**src/sv/utf8v_pkg.sv**
```systemverilog
// Package for the UTF-8 sequence validator: byte-range constants, lead-byte
// kinds and the classified word that travels from the front part to the back part.
// No dependencies.
package utf8v_pkg;

  localparam logic [7:0] ASCII_MAX  = 8'h7F;
  localparam logic [7:0] CONT_MIN   = 8'h80;
  localparam logic [7:0] CONT_8_MAX = 8'h8F;
  localparam logic [7:0] CONT_9_MIN = 8'h90;
  localparam logic [7:0] CONT_9_MAX = 8'h9F;
  localparam logic [7:0] CONT_A_MIN = 8'hA0;
  localparam logic [7:0] CONT_MAX   = 8'hBF;
  localparam logic [7:0] LEAD2_MIN  = 8'hC2;
  localparam logic [7:0] LEAD2_MAX  = 8'hDF;
  localparam logic [7:0] LEAD_E0    = 8'hE0;
  localparam logic [7:0] LEAD_ED    = 8'hED;
  localparam logic [7:0] LEAD3_MAX  = 8'hEF;
  localparam logic [7:0] LEAD_F0    = 8'hF0;
  localparam logic [7:0] LEAD_F4    = 8'hF4;

  localparam int unsigned OUT_TDATA_W = 40;

  typedef enum logic [2:0] {
    LK_OTHER,
    LK_E0,
    LK_ED,
    LK_F0,
    LK_F4
  } lead_kind_t;

  typedef struct packed {
    logic [7:0] data_byte;
    logic       end_of_text;
    logic [2:0] lead_len;
    lead_kind_t lead_kind;
    logic       cont_8x;
    logic       cont_9x;
    logic       cont_ab;
  } item_t;

endpackage

```
**src/sv/utf8v_front.sv**
```systemverilog
// Front part of the UTF-8 sequence validator: accepts input words and classifies
// each byte as a lead byte and as a continuation byte, holding the result in one register.
// Depends on utf8v_pkg.
module utf8v_front import utf8v_pkg::*; (
  input  logic       clk,
  input  logic       rst_n,
  input  logic       in_valid,
  output logic       in_ready,
  input  logic [7:0] in_byte,
  input  logic       in_last,
  output logic       item_valid,
  input  logic       item_ready,
  output item_t      item
);

  logic  valid_r;
  item_t item_r;
  item_t item_nxt;

  assign in_ready   = !valid_r || item_ready;
  assign item_valid = valid_r;
  assign item       = item_r;

  always_comb begin
    item_nxt             = '0;
    item_nxt.data_byte   = in_byte;
    item_nxt.end_of_text = in_last;
    if (in_byte <= ASCII_MAX) begin
      item_nxt.lead_len = 3'd1;
    end else if (in_byte >= LEAD2_MIN && in_byte <= LEAD2_MAX) begin
      item_nxt.lead_len = 3'd2;
    end else if (in_byte >= LEAD_E0 && in_byte <= LEAD3_MAX) begin
      item_nxt.lead_len = 3'd3;
    end else if (in_byte >= LEAD_F0 && in_byte <= LEAD_F4) begin
      item_nxt.lead_len = 3'd4;
    end else begin
      item_nxt.lead_len = 3'd0;
    end
    case (in_byte)
      LEAD_E0: item_nxt.lead_kind = LK_E0;
      LEAD_ED: item_nxt.lead_kind = LK_ED;
      LEAD_F0: item_nxt.lead_kind = LK_F0;
      LEAD_F4: item_nxt.lead_kind = LK_F4;
      default: item_nxt.lead_kind = LK_OTHER;
    endcase
    item_nxt.cont_8x = (in_byte >= CONT_MIN) && (in_byte <= CONT_8_MAX);
    item_nxt.cont_9x = (in_byte >= CONT_9_MIN) && (in_byte <= CONT_9_MAX);
    item_nxt.cont_ab = (in_byte >= CONT_A_MIN) && (in_byte <= CONT_MAX);
  end

  always_ff @(posedge clk) begin
    if (!rst_n) begin
      valid_r <= 1'b0;
    end else if (in_ready) begin
      valid_r <= in_valid;
    end
  end

  always_ff @(posedge clk) begin
    if (in_valid && in_ready) begin
      item_r <= item_nxt;
    end
  end

endmodule

```
**src/sv/utf8v_queue.sv**
```systemverilog
// Two-entry queue of classified bytes between the front and back parts of the
// UTF-8 sequence validator, so that each side may stall on its own.
// Depends on utf8v_pkg.
module utf8v_queue import utf8v_pkg::*; (
  input  logic  clk,
  input  logic  rst_n,
  input  logic  push_valid,
  output logic  push_ready,
  input  item_t push_item,
  output logic  pop_valid,
  input  logic  pop_ready,
  output item_t pop_item
);

  item_t      slot_r [2];
  logic       wr_ptr_r;
  logic       rd_ptr_r;
  logic [1:0] count_r;
  logic       push;
  logic       pop;

  assign push_ready = (count_r != 2'd2);
  assign pop_valid  = (count_r != 2'd0);
  assign pop_item   = slot_r[rd_ptr_r];
  assign push       = push_valid && push_ready;
  assign pop        = pop_valid && pop_ready;

  always_ff @(posedge clk) begin
    if (!rst_n) begin
      wr_ptr_r <= 1'b0;
      rd_ptr_r <= 1'b0;
      count_r  <= 2'd0;
    end else begin
      if (push) begin
        wr_ptr_r <= !wr_ptr_r;
      end
      if (pop) begin
        rd_ptr_r <= !rd_ptr_r;
      end
      if (push && !pop) begin
        count_r <= count_r + 2'd1;
      end else if (pop && !push) begin
        count_r <= count_r - 2'd1;
      end
    end
  end

  always_ff @(posedge clk) begin
    if (push) begin
      slot_r[wr_ptr_r] <= push_item;
    end
  end

endmodule

```
**src/sv/utf8v_back.sv**
```systemverilog
// Back part of the UTF-8 sequence validator: keeps the open sequence, checks
// each classified byte against it and holds the result word in an output register.
// Depends on utf8v_pkg.
module utf8v_back import utf8v_pkg::*; (
  input  logic        clk,
  input  logic        rst_n,
  input  logic        item_valid,
  output logic        item_ready,
  input  item_t       item,
  output logic        res_valid,
  input  logic        res_ready,
  output logic [31:0] res_packed,
  output logic [2:0]  res_length,
  output logic        res_error
);

  logic [2:0]  exp_len_r;
  logic [2:0]  exp_len_nxt;
  logic [1:0]  seen_r;
  logic [1:0]  seen_nxt;
  logic [23:0] partial_r;
  logic [23:0] partial_nxt;
  lead_kind_t  kind_r;
  lead_kind_t  kind_nxt;

  logic        out_valid_r;
  logic [31:0] out_packed_r;
  logic [2:0]  out_len_r;
  logic        out_err_r;

  logic        emit;
  logic [31:0] emit_packed;
  logic [2:0]  emit_len;
  logic        emit_err;
  logic        take;
  logic        cont_ok;
  logic [31:0] joined;
  logic [2:0]  count;

  assign item_ready = !out_valid_r || res_ready;
  assign take       = item_valid && item_ready;
  assign res_valid  = out_valid_r;
  assign res_packed = out_packed_r;
  assign res_length = out_len_r;
  assign res_error  = out_err_r;
  assign count      = {1'b0, seen_r} + 3'd1;

  always_comb begin
    case (seen_r)
      2'd1:    joined = {8'd0, partial_r} | {16'd0, item.data_byte, 8'd0};
      2'd2:    joined = {8'd0, partial_r} | {8'd0, item.data_byte, 16'd0};
      2'd3:    joined = {8'd0, partial_r} | {item.data_byte, 24'd0};
      default: joined = {8'd0, partial_r};
    endcase
  end

  always_comb begin
    cont_ok = item.cont_8x || item.cont_9x || item.cont_ab;
    if (seen_r == 2'd1) begin
      case (kind_r)
        LK_E0:   cont_ok = item.cont_ab;
        LK_ED:   cont_ok = item.cont_8x || item.cont_9x;
        LK_F0:   cont_ok = item.cont_9x || item.cont_ab;
        LK_F4:   cont_ok = item.cont_8x;
        default: cont_ok = item.cont_8x || item.cont_9x || item.cont_ab;
      endcase
    end
  end

  always_comb begin
    exp_len_nxt = exp_len_r;
    seen_nxt    = seen_r;
    partial_nxt = partial_r;
    kind_nxt    = kind_r;
    emit        = 1'b0;
    emit_packed = '0;
    emit_len    = 3'd0;
    emit_err    = 1'b1;
    if (exp_len_r == 3'd0) begin
      if (item.lead_len == 3'd0) begin
        emit = 1'b1;
      end else if (item.lead_len == 3'd1) begin
        emit        = 1'b1;
        emit_packed = {24'd0, item.data_byte};
        emit_len    = 3'd1;
        emit_err    = 1'b0;
      end else if (item.end_of_text) begin
        emit = 1'b1;
      end else begin
        exp_len_nxt = item.lead_len;
        seen_nxt    = 2'd1;
        partial_nxt = {16'd0, item.data_byte};
        kind_nxt    = item.lead_kind;
      end
    end else if (seen_r == 2'd0 || {1'b0, seen_r} >= exp_len_r || !cont_ok) begin
      emit = 1'b1;
    end else if (count == exp_len_r) begin
      emit        = 1'b1;
      emit_packed = joined;
      emit_len    = count;
      emit_err    = 1'b0;
    end else if (item.end_of_text) begin
      emit = 1'b1;
    end else begin
      partial_nxt = joined[23:0];
      seen_nxt    = count[1:0];
    end
    if (emit) begin
      exp_len_nxt = 3'd0;
      seen_nxt    = 2'd0;
      partial_nxt = '0;
      kind_nxt    = LK_OTHER;
    end
  end

  always_ff @(posedge clk) begin
    if (!rst_n) begin
      exp_len_r   <= 3'd0;
      seen_r      <= 2'd0;
      partial_r   <= '0;
      kind_r      <= LK_OTHER;
      out_valid_r <= 1'b0;
    end else begin
      if (take) begin
        exp_len_r <= exp_len_nxt;
        seen_r    <= seen_nxt;
        partial_r <= partial_nxt;
        kind_r    <= kind_nxt;
      end
      if (take && emit) begin
        out_valid_r <= 1'b1;
      end else if (res_ready) begin
        out_valid_r <= 1'b0;
      end
    end
  end

  always_ff @(posedge clk) begin
    if (take && emit) begin
      out_packed_r <= emit_packed;
      out_len_r    <= emit_len;
      out_err_r    <= emit_err;
    end
  end

endmodule

```
**src/sv/utf8_sequence_validator_top.sv**
```systemverilog
// Top level of the UTF-8 sequence validator: front classifier, two-entry queue
// and back sequence checker. Depends on utf8v_pkg, utf8v_front, utf8v_queue, utf8v_back.
//
// The block takes one byte of UTF-8 text per word and sustains one word per
// cycle while the receiver does not stall the output. A result word for the byte
// that completes a sequence or reveals an error passes the front classifier register,
// a queue slot and the back output register; the back part's update of the open
// sequence sets the rate. Bytes inside an unfinished sequence give no result.
// An error result carries zero bytes, zero length and the error flag in tuser.
module utf8_sequence_validator_top import utf8v_pkg::*; (
  input  logic                   clk,
  input  logic                   rst_n,
  input  logic                   in_tvalid,
  output logic                   in_tready,
  input  logic [7:0]             in_tdata,   // data_byte[7:0]
  input  logic                   in_tlast,   // end_of_text
  output logic                   out_tvalid,
  input  logic                   out_tready,
  output logic [OUT_TDATA_W-1:0] out_tdata,  // packed_bytes[31:0], sequence_length[34:32], zeros
  output logic                   out_tuser   // is_error
);

  logic        front_valid;
  logic        front_ready;
  item_t       front_item;
  logic        queue_valid;
  logic        queue_ready;
  item_t       queue_item;
  logic [31:0] res_packed;
  logic [2:0]  res_length;
  logic        res_error;

  utf8v_front u_front (
    .clk        (clk),
    .rst_n      (rst_n),
    .in_valid   (in_tvalid),
    .in_ready   (in_tready),
    .in_byte    (in_tdata),
    .in_last    (in_tlast),
    .item_valid (front_valid),
    .item_ready (front_ready),
    .item       (front_item)
  );

  utf8v_queue u_queue (
    .clk        (clk),
    .rst_n      (rst_n),
    .push_valid (front_valid),
    .push_ready (front_ready),
    .push_item  (front_item),
    .pop_valid  (queue_valid),
    .pop_ready  (queue_ready),
    .pop_item   (queue_item)
  );

  utf8v_back u_back (
    .clk        (clk),
    .rst_n      (rst_n),
    .item_valid (queue_valid),
    .item_ready (queue_ready),
    .item       (queue_item),
    .res_valid  (out_tvalid),
    .res_ready  (out_tready),
    .res_packed (res_packed),
    .res_length (res_length),
    .res_error  (res_error)
  );

  assign out_tdata = {5'd0, res_length, res_packed};
  assign out_tuser = res_error;

  a_error_zero: assert property (@(posedge clk) disable iff (!rst_n)
    out_tvalid && out_tuser |-> out_tdata == '0)
    else $error("error result carries non-zero bytes or length");

  a_good_length: assert property (@(posedge clk) disable iff (!rst_n)
    out_tvalid && !out_tuser |-> out_tdata[34:32] == 3'd1 || out_tdata[34:32] == 3'd2 ||
                                 out_tdata[34:32] == 3'd3 || out_tdata[34:32] == 3'd4)
    else $error("well-formed result has a length outside one to four");

  a_single_ascii: assert property (@(posedge clk) disable iff (!rst_n)
    out_tvalid && !out_tuser && out_tdata[34:32] == 3'd1 |->
      out_tdata[31:8] == 24'd0 && !out_tdata[7])
    else $error("one-byte result is not a plain ASCII byte");

endmodule

```
**config.mk**
```make
export PLATFORM = sky130hd
export DESIGN_NAME = utf8_sequence_validator_top
export DESIGN_NICKNAME = d
export VERILOG_FILES = /design/src/sv/utf8v_pkg.sv /design/src/sv/utf8v_front.sv /design/src/sv/utf8v_queue.sv /design/src/sv/utf8v_back.sv /design/src/sv/utf8_sequence_validator_top.sv
export SDC_FILE = /design/constraint.sdc
export NUM_CORES = 1
export LEC_CHECK = 0
export BUFFER_PORTS_ARGS = -buffer_cell sky130_fd_sc_hd__buf_2
export CAP_MARGIN = 20
export CORE_UTILIZATION = 55
export CTS_CLUSTER_DIAMETER = 30
export DETAILED_ROUTE_END_ITERATION = 12
export HOLD_SLACK_MARGIN = 0.02
export PLACE_DENSITY = 0.75
export SLEW_MARGIN = 0
export SYNTH_ARGS = -nofsm -noshare
export SYNTH_HDL_FRONTEND = slang
export SYNTH_HIERARCHICAL = 1
export SYNTH_SLANG_ARGS = --single-unit
export TNS_END_PERCENT = 10
```
**constraint.sdc**
```tcl
create_clock -name clk -period 4.6 [get_ports clk]
set_input_delay 0.23 -clock clk [delete_from_list [all_inputs] [get_ports clk]]
set_output_delay 0.23 -clock clk [all_outputs]
set_load 0.005 [all_outputs]
```
==> results of run 1 <==
## critical path, cell delays in order, from the launching register on
cell and delay (ns):
dfxtp_1 0.31, buf_4 0.25, mux2_2 0.40, a22oi_1 0.22, nand3b_1 0.12, a221o_1 0.53, a21oi_4 0.43, nor2b_2 0.21
buf_4 0.40
## power by group through the flow
stage          combinational [mW]  clock [mW]  sequential [mW]
2_1_floorplan               0.644           0             1.59
3_3_place_gp                0.892           0             1.57
3_5_place_dp                0.918           0             1.58
4_1_cts                     0.933        1.23             1.55
5_1_grt                      1.02        1.27             1.57
6_report                    0.933        1.21             1.55
## sequential cells by signal, indices dropped and copies added, names as in the netlist, 2 cells and up, named ones only
register,count
u_queue/count_r,2
u_back/res_packed,32
u_back/res_length,3
u_back/exp_len_r,3
u_back/seen_r,2
u_back/partial_r,24
u_front/item,18
u_queue/slot_r,36
u_back/kind_r,3
## metrics by stage
stage                     hold WS, ns  instance area, µm²  utilization  cells  setup slack [ns]
final                          0.0779                6500        0.665    625              1.34
after floorplan                 0.329                5550            -    421             0.455
after global placement          0.408                5870        0.600    583              1.44
after detailed placement        0.410                5870        0.600    583              1.38
after global routing           0.0583                6500        0.665    625              1.18
after CTS                      0.0596                6500        0.665    625              1.34
## how the worst max path moves through the flow
stage | cells past startpoint | end | from | slack (ns)
final | 8 | u_back/res_packed[23]$_SDFFCE_PP0P_ | flip-flop | 1.34
after global routing | 8 | u_back/res_packed[22]$_SDFFCE_PP0P_ | flip-flop | 1.18
after floorplan | 8 | u_back/res_error$_DFFE_PP_ | flip-flop | 0.46
after global placement | 8 | u_back/res_packed[18]$_SDFFCE_PP0P_ | flip-flop | 1.44
after detailed placement | 8 | u_back/res_packed[20]$_SDFFCE_PP0P_ | flip-flop | 1.38
after CTS | 8 | u_back/res_packed[22]$_SDFFCE_PP0P_ | flip-flop | 1.34
## placed cells by master, fill, tap and decap left out, types with 3 or more instances in the layout
cell type,netlist,routed
a21boi_0,5,5
a21oi_1,41,41
a22o_1,5,5
a32o_1,3,3
and2_1,15,15
and3_1,8,8
buf_2,4,50
buf_4,6,3
clkbuf_1,7,4
clkbuf_16,0,16
clkinv_4,0,3
conb_1,1,5
dfxtp_1,39,39
dlygate4sd3_1,0,10
edfxtp_1,90,90
ha_1,8,8
inv_1,7,7
inv_6,0,3
mux2_2,18,18
mux2i_1,6,6
nand2_1,19,19
nand2b_1,5,5
nand3_1,11,11
nor2_1,29,29
nor2b_1,5,4
nor3_1,4,4
nor3b_1,5,5
nor3b_2,10,10
o21ai_0,4,4
o41ai_2,8,8
or3_1,4,4
xor2_1,3,3
## area by class of cell
type,instances,share of cell area
Inverter,7,0.00404
Clock inverter,11,0.0165
Tap cell,133,0.0256
Multi-Input combinational cell,261,0.295
Clock buffer,21,0.0660
Timing Repair Buffer,63,0.0573
Sequential cell,129,0.536
## logic make-up (layout without fill, tap and decap cells)
group,after synthesis,count (layout),synth area share
flip-flops,129,129,0.629
AO/OA/AOI/OAI,82,82,0.112
other,1,5,0.000677
AND/OR/NAND/NOR,137,137,0.157
multiplexers,24,24,0.0475
XOR/XNOR,5,5,0.00791
adder cells (fa/ha/maj),8,8,0.0181
buffers and inverters,31,102,0.0276
## repair_timing
item / in CTS / in global routing
setup endpoints to repair: 0 / 0
resized for setup: 0 / 0
hold endpoints to repair: 10 / 0
hold buffers: 10 / 0
## per-layer routing
layer	part of all wire	vias to the layer above	GRT usage	wire, µm
li1	-	1673	-	-
met1	0.43	1720	0.252	4580
met2	0.53	97	0.391	5570
met3	0.031	11	0.0499	329
met4	0.0095	0	0.0923	100
met5	0	-	0	0
==> flow_metrics.tcl, run 1 <==
set metrics [dict create \
    outcome "complete, no violations" \
    comb_power_share 0.252 \
    antenna_found_initial 0 \
    cts_root_buf "clkbuf_8" \
    clk_latency_ns 0.51 \
    cts_made_buffers 17 \
    min_to "u_back/res_valid$_SDFFE_PN0P_" \
    worstMarginPinSlew_ns 1.01 \
    grt_max_degree 39 \
    cp-start-kind "flip-flop" \
    rows 36 \
    first_iter_violations 165 \
    cap_violations 0 \
    fin_setup_tns_ns 0 \
    cts_buffer_depth 2 \
    drc 0 \
    hold_viol_final 0 \
    cp.required_ns 4.76 \
    min_from "out_tready" \
    worstPathArrival_ns 3.42 \
    ys_seq_area_frac 0.629 \
    power.share.sequential 0.420 \
    yosysUniqueCellTypes 64 \
    ant_nets 0 \
    cts_setup_buffers 0 \
    total_power_mw 3.70 \
    final_nets 500 \
    coreArea_um2 9770 \
    p_sw_frac 0.312 \
    syn_area_per_cell_um2 13.3 \
    r2r_setup_slack_ns 1.34 \
    max_freq_ghz 0.307 \
    grt_pass1_vias 3412 \
    path_max_fanout 36 \
    clk_pin_slew_ns 0.06 \
    netlist_top_cells_area "edfxtp_1 49%, dfxtp_1 14%, a21oi_1 3.7%" \
    routabilityCongestion 0.831 \
    p_per_area_nw_per_um2 569 \
    ys.flop_type "edfxtp_1" \
    worst_r2r_path_depth 8 \
    ys_async_sr_fraction 0 \
    io_buffers 50 \
    vias 3501 \
    netlist.area_leader.share 0.488 \
    dp_hpwl_mm 6.85 \
    p_int_mw 2.54 \
    io-pin-count 56 \
    cts_tree "yes" \
    wl_per_cell_um 16.9 \
    grt_pass1_wl_mm 16.7 \
    p_clk_frac 0.328 \
    finalCritPeriodShare 0.709 \
    overflow 0 \
    grt_usage 0.219 \
    drive_above_1_share 0.270 \
    slew_headroom 0.323 \
    postSynthCellCount 417 \
    htreeDepth 4 \
    synth_common_cells "90 x edfxtp_1, 41 x a21oi_1, 39 x dfxtp_1" \
    finalClockSkew_ns 0.0135 \
    drt_first_pass_iters 4 \
    synth_edf_count 90 \
    crit_type "flip-flop to flip-flop" \
    synth_area_um2 5540 \
    fillers 663 \
    multi_input_area_um2 1920 \
    ir_worst_vdd_v 0.000377 \
    ys_seq_elements 129 \
    num_antenna_cells 0 \
    reg2reg_to "u_back/res_packed[23]$_SDFFCE_PP0P_" \
    die_h_um 102 \
    crit_path_end_kind "flip-flop" \
    post-synth-top-count-cell "edfxtp_1" \
    hold_depth 3 \
    area_growth_pct 17.5 \
    switchingPower_mw 1.15 \
    clkSinkCount 129 \
    regArea_um2 3480 \
    fin_crit_ns 3.26 \
    report.final.setup_viol 0 \
    ys_warn_count 6 \
    rsz0062_at_grt "false" \
    hold_class "input port to flip-flop" \
    start_util 0.566 \
    viasPerCell 5.60 \
    synth_top_area_cell "edfxtp_1" \
    drv_slew 0 \
    dieWidth_um 102 \
    dieArea_um2 10500 \
    p_leak_nw 2.36 \
    finalWirelength_mm 10.6 \
]
No activity file was read; power rests on OpenSTA's default activity.
==> run 2, diff against run 1 <==
ABC_AREA = 1   (was unset)
clock period = 3 ns   (was 4.6 ns; I/O delays follow)
==> flow_metrics.tcl, run 2 <==
set metrics [dict create \
    max_freq_ghz 0.389 \
    rows 36 \
    ys.flop_type "edfxtp_1" \
    cts_made_buffers 17 \
    ant_nets 0 \
    placed_area_um2 6090 \
    grt_pass1_wl_mm 18.6 \
    gr-usage-met3 0.0608 \
    synth_top_area_cell "edfxtp_1" \
    io-pin-count 56 \
    cp.required_ns 3.37 \
    io_buffers 50 \
    worstPathArrival_ns 2.94 \
    synth_common_cells "90 x edfxtp_1, 83 x nand2_1, 74 x nor2_1" \
    ys_async_sr_fraction 0 \
    clkSinkCount 129 \
    start_util 0.575 \
    p_leak_nw 2.67 \
    routabilityCongestion 0.795 \
    cts_tree "yes" \
    syn_area_per_cell_um2 10.4 \
    cp-start-kind "flip-flop" \
    finalWirelength_mm 11.4 \
    cts_root_buf "clkbuf_8" \
    path_max_fanout 28 \
    largest_register "u_queue/slot_r" \
    layout_commonest_cell "edfxtp_1" \
    grt_pass1_vias 3915 \
    postSynthCellCount 549 \
    largest_reg_flops 36 \
    ys_warn_count 6 \
    r2r_setup_slack_ns 0.43 \
    coreArea_um2 9950 \
    num_antenna_cells 0 \
    clk_latency_ns 0.53 \
    netlist.area_leader.share 0.472 \
    area_growth_pct 18.5 \
    grt_usage 0.223 \
    htreeDepth 4 \
    fillers 721 \
    drc 0 \
    grt-busiest-layer "met2" \
    synth_edf_count 90 \
    grt_max_degree 42 \
    synth_area_um2 5730 \
    dieWidth_um 104 \
    final_nets 641 \
    overflow 0 \
    rsz0062_at_grt "false" \
    fin_setup_tns_ns 0 \
    outcome "complete, no violations" \
    drv_slew 0 \
    placedCellCount 723 \
    cap_violations 0 \
    dieArea_um2 10800 \
    worstMarginPinSlew_ns 0.745 \
    fin_crit_ns 2.57 \
    crit_type "flip-flop to flip-flop" \
    post-synth-top-count-cell "edfxtp_1" \
    fin_cells 766 \
    dp_hpwl_mm 7.40 \
    drive_above_1_share 0.226 \
    crit_path_end_kind "flip-flop" \
    ctsResizeCount 0 \
    design_area_um2 6790 \
    wl_per_cell_um 14.9 \
    slew_headroom 0.502 \
    yosysUniqueCellTypes 37 \
    cts_buffer_depth 2 \
    grt_use_met2 0.389 \
    vias 4060 \
    ir_worst_vdd_v 0.000686 \
    viasPerCell 5.30 \
    ys_seq_area_frac 0.608 \
    ys_seq_elements 129 \
    finalClockSkew_ns 0.00954 \
    die_h_um 104 \
    cts_setup_buffers 0 \
    finalCritPeriodShare 0.858 \
    hold_class "input port to flip-flop" \
    clk_pin_slew_ns 0.06 \
    antenna_found_initial 0 \
    report.final.setup_viol 0 \
    met1_usage 0.261 \
    hold_viol_final 0 \
    final_cell_mix "90 x edfxtp_1, 83 x nand2_1, 74 x nor2_1" \
    netlist_top_cells_area "edfxtp_1 47%, dfxtp_1 14%, nand2_1 5.4%" \
    p_per_area_nw_per_um2 1040 \
    first_iter_violations 338 \
    drt_first_pass_iters 5 \
]
==> run 2: changes by cell type after synthesis, moves of 10 or more <==
cell / change
mux2_4: +10
nor2_1: +45
o21ai_0: +24
mux2_2: -10
inv_1: +49
and2_1: -15
nor3b_2: -10
nand2_1: +64
nand3_2: +11
o22ai_1: +14
==> run 2: final cells by class <==
cell class	instances	area, µm²	share of cell area
inverters	60	228	0.0336
flip-flops and latches	129	3480	0.513
repair buffers	73	450	0.0664
clock inverters	15	174	0.0256
clock buffers	17	414	0.0610
well taps	133	166	0.0245
multi-input cells	339	1870	0.275
==> run 2: timing repair <==
action,CTS,global route
hold endpoints to repair,13,0
endpoints found under the setup margin,0,0
hold buffers,11,0
==> run 2: per-layer routing <==
| layer | routed length (µm) | share of wire | vias up |
|---|---|---|---|
| li1 | - | - | 1994 |
| met1 | 4770 | 0.42 | 1896 |
| met2 | 5760 | 0.50 | 148 |
| met3 | 668 | 0.059 | 22 |
| met4 | 210 | 0.018 | 0 |
| met5 | 0 | 0 | - |
==> run 2: where the power goes <==
| part | leakage [nW] | internal, mW | total, mW | switching (mW) |
|---|---|---|---|---|
| Combinational | 1.21 | 0.834 | 2.35 | 1.51 |
| Clock | 0.276 | 1.21 | 2.02 | 0.810 |
| Sequential | 1.18 | 2.50 | 2.71 | 0.205 |
| Total | 2.67 | 4.54 | 7.07 | 2.53 |
==> run 2: logic make-up after synthesis <==
family / after synthesis / share of synthesized area
AOI/OAI and AO/OA: 94 / 0.0867
adders and majority gates: 8 / 0.0175
other: 1 / 0.000655
muxes: 18 / 0.0419
and+or+nand+nor: 214 / 0.177
DFF: 129 / 0.608
buffers and inverters: 85 / 0.0682
==> run 2: final timing paths <==
path | startpoint | depth (start not counted) | end
worst max-delay path | u_back/seen_r[0]$_SDFFE_PN0P_ | 9 | u_back/res_packed[20]$_SDFFCE_PP0P_
worst min-delay path | rst_n | 3 | u_queue/count_r[1]$_SDFFE_PN0P_
worst max register to register | u_back/seen_r[0]$_SDFFE_PN0P_ | 9 | u_back/res_packed[20]$_SDFFCE_PP0P_
worst min register to register | u_front/item[16]$_DFFE_PP_ | 0 | u_queue/slot_r[0][16]$_DFFE_PP_
==> run 2: stage by stage <==
step | hold slack (ns) | total power, mW | setup slack [ns] | utilization
6_report | 0.0908 | 7.07 | 0.427 | 0.682
5_1_grt | 0.0962 | 7.48 | 0.230 | 0.682
4_1_cts | 0.0699 | 7.08 | 0.469 | 0.682
3_5_place_dp | 0.332 | 5.03 | 0.462 | 0.611
3_3_place_gp | 0.329 | 4.95 | 0.598 | 0.611
2_1_floorplan | 0.249 | 4.36 | 0.175 | -
==> run 2: critical path: stages, from the launching register on <==
cell     delay, ns
dfxtp_1       0.43
inv_1         0.13
ha_1          0.32
inv_1         0.07
nand2_1       0.07
nand3_1       0.06
nor2_1        0.16
nand4_2       0.61
buf_4         0.42
nor2_1        0.14
